<file path="src/rtl/core/imq_pkg.sv">
// Shared types and constants for the indexed min priority queue core.
// No dependencies; used by imq_ctrl, imq_dp and the top level.
`default_nettype none

package imq_pkg;

  localparam int HEAP_DEPTH_DEF = 1024;
  localparam int NODE_COUNT_DEF = 1024;
  localparam int COST_BITS_DEF  = 32;

  localparam int NODE_W  = 10;
  localparam int COST_W  = 32;
  localparam int COUNT_W = 11;

  typedef enum logic [1:0] {
    OP_PUSH   = 2'd0,
    OP_POP    = 2'd1,
    OP_PEEK   = 2'd2,
    OP_UPDATE = 2'd3
  } op_t;

  typedef enum logic [1:0] {
    ST_OK     = 2'd0,
    ST_EMPTY  = 2'd1,
    ST_FULL   = 2'd2,
    ST_ABSENT = 2'd3
  } status_t;

  typedef struct packed {
    op_t                operation;
    logic [NODE_W-1:0]  node_id;
    logic [COST_W-1:0]  new_cost;
  } in_req_t;

  typedef struct packed {
    logic [NODE_W-1:0]  out_node;
    logic [COST_W-1:0]  out_cost;
    logic [COUNT_W-1:0] entry_count;
    status_t            status;
  } out_rsp_t;

  // Datapath micro-operations issued by the controller.
  typedef enum logic [3:0] {
    DP_NOP,
    DP_CLR,
    DP_LOAD,
    DP_START_PUSH,
    DP_START_REKEY,
    DP_MOVE_UP,
    DP_SAVE_LEFT,
    DP_MOVE_DOWN,
    DP_PLACE,
    DP_POP_TAKE,
    DP_PEEK_TAKE,
    DP_HOLE_LAST,
    DP_FINISH
  } dp_op_t;

  // Heap memory read address select.
  typedef enum logic [2:0] {
    RD_TOP,
    RD_LAST,
    RD_POS,
    RD_PARENT,
    RD_LEFT,
    RD_RIGHT
  } rd_sel_t;

  typedef struct packed {
    dp_op_t  op;
    rd_sel_t rd;
    status_t status;
  } dp_cmd_t;

  typedef struct packed {
    op_t  req_op;
    logic node_oor;
    logic held;
    logic empty;
    logic full;
    logic at_root;
    logic up_less;
    logic has_left;
    logic dn_greater;
    logic grew;
    logic one_left;
    logic out_free;
    logic clr_last;
  } dp_stat_t;

endpackage

`default_nettype wire

</file>
<file path="src/rtl/core/imq_ctrl.sv">
// Controller state machine of the indexed min priority queue core.
// Depends on imq_pkg; drives imq_dp through dp_cmd_t and reads dp_stat_t.
`default_nettype none

module imq_ctrl (
  input  wire logic             clk,
  input  wire logic             rst_n,
  input  wire logic             in_valid,
  output logic                  in_stall,
  input  imq_pkg::dp_stat_t     stat,
  output imq_pkg::dp_cmd_t      cmd
);

  typedef enum logic [3:0] {
    S_CLR,
    S_IDLE,
    S_DISPATCH,
    S_DECIDE,
    S_RK_START,
    S_UP,
    S_UP_CMP,
    S_DN,
    S_DN_R,
    S_DN_CMP,
    S_TAKE,
    S_LAST,
    S_FINISH
  } state_t;

  state_t             state_r, state_nxt;
  imq_pkg::status_t   status_r, status_nxt;

  assign in_stall = (state_r != S_IDLE);

  always_comb begin
    state_nxt  = state_r;
    status_nxt = status_r;
    cmd.op     = imq_pkg::DP_NOP;
    cmd.rd     = imq_pkg::RD_TOP;
    cmd.status = status_r;
    unique case (state_r)
      S_CLR: begin
        cmd.op = imq_pkg::DP_CLR;
        if (stat.clr_last) state_nxt = S_IDLE;
      end
      S_IDLE: begin
        if (in_valid) begin
          cmd.op     = imq_pkg::DP_LOAD;
          status_nxt = imq_pkg::ST_OK;
          state_nxt  = S_DISPATCH;
        end
      end
      S_DISPATCH: begin
        if (stat.req_op == imq_pkg::OP_POP || stat.req_op == imq_pkg::OP_PEEK) begin
          if (stat.empty) begin
            status_nxt = imq_pkg::ST_EMPTY;
            state_nxt  = S_FINISH;
          end else begin
            cmd.rd    = imq_pkg::RD_TOP;
            state_nxt = S_TAKE;
          end
        end else begin
          // position lookup lands next cycle
          state_nxt = S_DECIDE;
        end
      end
      S_DECIDE: begin
        if (stat.node_oor) begin
          status_nxt = imq_pkg::ST_ABSENT;
          state_nxt  = S_FINISH;
        end else if (stat.held) begin
          cmd.rd    = imq_pkg::RD_POS;
          state_nxt = S_RK_START;
        end else if (stat.req_op == imq_pkg::OP_UPDATE) begin
          status_nxt = imq_pkg::ST_ABSENT;
          state_nxt  = S_FINISH;
        end else if (stat.full) begin
          status_nxt = imq_pkg::ST_FULL;
          state_nxt  = S_FINISH;
        end else begin
          cmd.op    = imq_pkg::DP_START_PUSH;
          state_nxt = S_UP;
        end
      end
      S_RK_START: begin
        cmd.op    = imq_pkg::DP_START_REKEY;
        state_nxt = stat.grew ? S_DN : S_UP;
      end
      S_UP: begin
        if (stat.at_root) begin
          cmd.op    = imq_pkg::DP_PLACE;
          state_nxt = S_FINISH;
        end else begin
          cmd.rd    = imq_pkg::RD_PARENT;
          state_nxt = S_UP_CMP;
        end
      end
      S_UP_CMP: begin
        if (stat.up_less) begin
          cmd.op    = imq_pkg::DP_MOVE_UP;
          state_nxt = S_UP;
        end else begin
          cmd.op    = imq_pkg::DP_PLACE;
          state_nxt = S_FINISH;
        end
      end
      S_DN: begin
        if (!stat.has_left) begin
          cmd.op    = imq_pkg::DP_PLACE;
          state_nxt = S_FINISH;
        end else begin
          cmd.rd    = imq_pkg::RD_LEFT;
          state_nxt = S_DN_R;
        end
      end
      S_DN_R: begin
        cmd.op    = imq_pkg::DP_SAVE_LEFT;
        cmd.rd    = imq_pkg::RD_RIGHT;
        state_nxt = S_DN_CMP;
      end
      S_DN_CMP: begin
        if (stat.dn_greater) begin
          cmd.op    = imq_pkg::DP_MOVE_DOWN;
          state_nxt = S_DN;
        end else begin
          cmd.op    = imq_pkg::DP_PLACE;
          state_nxt = S_FINISH;
        end
      end
      S_TAKE: begin
        if (stat.req_op == imq_pkg::OP_POP) begin
          cmd.op = imq_pkg::DP_POP_TAKE;
          if (stat.one_left) begin
            state_nxt = S_FINISH;
          end else begin
            cmd.rd    = imq_pkg::RD_LAST;
            state_nxt = S_LAST;
          end
        end else begin
          cmd.op    = imq_pkg::DP_PEEK_TAKE;
          state_nxt = S_FINISH;
        end
      end
      S_LAST: begin
        cmd.op    = imq_pkg::DP_HOLE_LAST;
        state_nxt = S_DN;
      end
      S_FINISH: begin
        if (stat.out_free) begin
          cmd.op    = imq_pkg::DP_FINISH;
          state_nxt = S_IDLE;
        end
      end
      default: state_nxt = S_IDLE;
    endcase
  end

  always_ff @(posedge clk) begin
    if (!rst_n) begin
      state_r  <= S_CLR;
      status_r <= imq_pkg::ST_OK;
    end else begin
      state_r  <= state_nxt;
      status_r <= status_nxt;
    end
  end

  a_accept_busy: assert property (@(posedge clk) disable iff (!rst_n)
    (in_valid && !in_stall) |=> (state_r == S_DISPATCH))
    else $error("accepted request did not start dispatch");

  a_finish_idle: assert property (@(posedge clk) disable iff (!rst_n)
    (cmd.op == imq_pkg::DP_FINISH) |=> !in_stall)
    else $error("controller not idle after finishing a request");

  a_clr_no_accept: assert property (@(posedge clk) disable iff (!rst_n)
    (state_r == S_CLR) |-> in_stall)
    else $error("request accepted during clearing pass");

endmodule

`default_nettype wire

</file>
<file path="config.mk">
export PLATFORM = sky130hd
export DESIGN_NAME = imq_ctrl
export DESIGN_NICKNAME = d
export VERILOG_FILES = /design/src/rtl/core/imq_pkg.sv /design/src/rtl/core/imq_ctrl.sv
export SDC_FILE = /design/constraint.sdc
export NUM_CORES = 1
export LEC_CHECK = 0
export ABC_AREA = 1
export BUFFER_PORTS_ARGS = -buffer_cell sky130_fd_sc_hd__buf_2
export CORE_UTILIZATION = 52
export CTS_CLUSTER_DIAMETER = 80
export CTS_CLUSTER_SIZE = 40
export DETAILED_ROUTE_END_ITERATION = 7
export GPL_TIMING_DRIVEN = 0
export PLACE_DENSITY_LB_ADDON = 0.08
export SLEW_MARGIN = 20
export SYNTH_ARGS = -nofsm -noshare
export SYNTH_HDL_FRONTEND = slang
export SYNTH_SLANG_ARGS = --single-unit
</file>
<file path="constraint.sdc">
create_clock -name clk -period 2.69 [get_ports clk]
set_input_delay 0.538 -clock clk [delete_from_list [all_inputs] [get_ports clk]]
set_output_delay 0.538 -clock clk [all_outputs]
set_load 0.005 [all_outputs]
</file>
## Word level (Yosys, flattened, before mapping)

Cells that the tools add are included.

- Reduce and logical (&&, ||, !) cells: 5
- Eq/ne operators: 23
- Muxes and demuxes: 43

Operators by type and width:

| kind | number |
|---|---|
| 4-bit two-way mux | 16 |
| 4-bit one-hot mux with 13 select lines | 1 |
| 4-bit one-hot mux with 12 select lines | 1 |
| 2-bit two-way mux | 15 |
| 4-bit equality test (second input constant) | 5 |
| 3-bit two-way mux | 6 |
| 4-bit by 3-bit equality test with 1-bit output (second input constant) | 4 |
| 3-bit one-hot mux with 5 select lines | 1 |
| 2-bit inequality test (second input constant) | 5 |
| 4-bit by 2-bit equality test with 1-bit output (second input constant) | 2 |
| 2-bit one-hot mux with 3 select lines | 1 |
| 6-bit AND reduction | 1 |
| 5-bit two-way mux | 1 |
| 2-bit equality test (second input constant) | 2 |
| 4-bit by 1-bit equality test with 1-bit output (second input constant) | 1 |
| 4-bit zero test | 1 |
| 4-bit by 1-bit inequality test with 1-bit output (second input constant) | 1 |
| 4-bit inequality test (second input constant) | 1 |
| 3-bit inequality test (second input constant) | 1 |
| 3-bit AND reduction | 1 |
| 3-bit nonzero test | 1 |
| 2-bit by 1-bit equality test with 1-bit output (second input constant) | 1 |
| 1-bit logical OR | 1 |
| 1-bit two-way mux | 1 |

- Register bits: 6
- Bits of input ports: 17
- Output and inout port bits: 10
- Logic and storage cells: 73

## Logic depth before layout (Yosys ltp)

- Depth in word-level cells: 5
- Depth in mapped cells: 10
- Gate-level depth less buffers: 10

## Least setup slack after synthesis

No wires, ideal clock.

- Kind: input to output
- Start point: in stat[12] (netlist bit)
- End point: out cmd[5] (netlist bit)
- Setup slack: 1.022 ns
- Arrival time: 1.130 ns
- Stages: 5
- Buffers on the path: 0
- Cells stage by stage: ha_1 nor2_1 and2_1 nand2_1 nand3_1

RTL lines:

| what | RTL line | source |
|---|---|---|
| from (decl) | imq_ctrl.sv:10 | `input imq_pkg::dp_stat_t stat,` |
| to (decl) | imq_ctrl.sv:11 | `output imq_pkg::dp_cmd_t cmd` |

==> results.json <==
{
  "tns_ns": 0,
  "n_antenna_cell": 0,
  "fin_nets": 195,
  "clock_latency_ns": 0.24,
  "postLayoutCellArea_sq_um": 922,
  "grt_pass1_vias": 767,
  "cts_max_level": 1,
  "hold_path_class": "reg2reg",
  "port-buffer-count": 26,
  "drtAntennaViolNets": 0,
  "first_pass_iters": 4,
  "hpwl_um": 1630,
  "vdd_ir_drop_max_uv": 352,
  "netlist_area_sq_um": 751,
  "syn_area_per_cell_sq_um": 5.18,
  "num_rows": 13,
  "clk_pin_slew_ns": 0.04,
  "fin_skew_ns": 0.000737,
  "cts_resized": 0,
  "ys_warn_count": 0,
  "route.detailed.drc": 0,
  "ys_types": 15,
  "timing.slew.headroom": 0.724,
  "cts_max_path_buffers": 2,
  "synth_nets": 164,
  "yosysSeqAreaShare": 0.160,
  "end_kind": "output port",
  "antenna_found_initial": 0,
  "grt_usage": 0.276,
  "synthCells": 145,
  "viasPerCell": 5.28,
  "finalCritPeriodShare": 0.811,
  "clockRootBuffer": "clkbuf_4",
  "slew_violations": 0,
  "start_kind": "register",
  "grt_max_degree": 11,
  "multi_input_area_sq_um": 522,
  "cts_tree": "yes",
  "core_sq_um": 1320,
  "drive_gt1_frac": 0.184,
  "finalWirelength_um": 1980,
  "grt_first_pass_wirelength_um": 3000,
  "fill_cells": 125,
  "cp.required_ns": 2.15,
  "fin_crit_ns": 2.18,
  "fmax_ghz": 0.458,
  "p_leak_nw": 0.600,
  "die_area_sq_um": 1600,
  "finalPower_mw": 0.399,
  "worstPathArrival_ns": 1.64,
  "outcome": "completed",
  "cts_made_buffers": 3,
  "die_w_um": 40.0,
  "path_max_fanout": 6,
  "final_common_cell": "nand2_1",
  "gp_congestion": 0.941,
  "io-pin-count": 27,
  "cp_cell_sequence": "inv_1 -> nand2_1 -> inv_1 -> o211ai_1 -> nand2_1 -> a21oi_1 -> nand3_1 -> buf_2",
  "initial_core_util": 0.570,
  "power_density_nw_per_um2": 432,
  "vias": 998,
  "syn2layout_area_growth_pct": 22.8,
  "whs_ns": 0.475,
  "rsz0062_at_grt": "no",
  "maxCapViolations": 0,
  "setup_viol": 0,
  "path_class": "reg2out",
  "tightest_slew_ns": 0.413,
  "hold_buffers": 0,
  "hold_viol_final": 0,
  "synth-seq-cells": 6,
  "first_iter_violations": 69,
  "cts_setup_buffers": 0,
  "layout_common_cells": "nand2_1, inv_1, buf_2",
  "slowest_delay_ns": 0.42,
  "wire_per_inst_um": 10.5,
  "overflow": 0,
  "die_h_um": 40.0,
  "placed_area_sq_um": 900,
  "cts.sinks": 6,
  "final-seq-area_sq_um": 120,
  "crit_slowest_cell": "dfxtp_1"
}
[metal layers]
| layer | vias up | share of wire | global-route usage |
|---|---|---|---|
| li1 | 524 | - | - |
| met1 | 426 | 0.44 | 0.349 |
| met2 | 46 | 0.47 | 0.484 |
| met3 | 2 | 0.077 | 0.0667 |
| met4 | 0 | 0.010 | 0.0259 |
| met5 | - | 0 | 0 |
[Yosys cell counts]
library cell,count,area [sq um]
a21oi_1,4,20.0
o211ai_1,2,15.0
nor3_1,1,5.00
nor2_4,3,33.8
nor2_1,25,93.8
nand3_1,21,105
and2_1,1,6.26
dfxtp_1,6,120
nand4_1,2,12.5
o2111ai_1,1,8.76
ha_1,2,25.0
nand2_1,39,146
inv_1,29,109
nand3b_1,2,15.0
o21ai_0,7,35.0
[kinds of logic (layout without fill, tap and decap cells)]
kind of cell             after synthesis  in the layout  share of synthesized area
AND/OR/NAND/NOR                       94             94                      0.557
buffers and inverters                 29             58                      0.145
AO/OA/AOI/OAI                         14             14                      0.105
flip-flops                             6              6                      0.160
adder cells (fa/ha/maj)                2              2                     0.0333
[registers in the layout, indices dropped and copies added (netlist names)]
| register | flops |
|---|---|
| state_r | 4 |
| status_r | 2 |
[metrics by stage]
stage	worst slack (ns)	std cells	utilization
2_1_floorplan	1.02	145	-
3_3_place_gp	0.708	186	0.683
3_5_place_dp	0.711	186	0.683
4_1_cts	0.534	189	0.700
5_1_grt	0.368	189	0.700
6_report	0.508	189	0.700
[worst paths after layout]
kind / start / end / slack [ns] / depth (start not counted)
worst max-delay path: state_r[2]$_SDFFE_PN0P_ / cmd[6] / 0.51 / 8
worst min-delay path: status_r[1]$_SDFFE_PN0P_ / status_r[1]$_SDFFE_PN0P_ / 0.47 / 2
worst min register to register: status_r[1]$_SDFFE_PN0P_ / status_r[1]$_SDFFE_PN0P_ / 0.47 / 2
worst max register to register: state_r[0]$_SDFFE_PN0P_ / state_r[0]$_SDFFE_PN0P_ / 1.26 / 5
[cell type report]
class,count,share of cell area
clock buffer,3,0.0244
inverter,29,0.118
multi-input combinational,110,0.566
sequential,6,0.130
tap,15,0.0204
timing repair buffer,26,0.141
[power breakdown]
part / total, mW / switching, mW / internal (mW)
Clock: 0.0816 / 0.0312 / 0.0504
Combinational: 0.197 / 0.120 / 0.0767
Sequential: 0.120 / 0.0161 / 0.104
Total: 0.399 / 0.168 / 0.231
[worst max-delay path: cells and delay by family (launching register included)]
kind | cells | cell delay [ns]
flip-flops | 1 | 0.42
AND/OR/NAND/NOR | 3 | 0.32
buffers and inverters | 3 | 0.37
AO/OA/AOI/OAI | 2 | 0.29
Power figures use the tool's default switching activity.
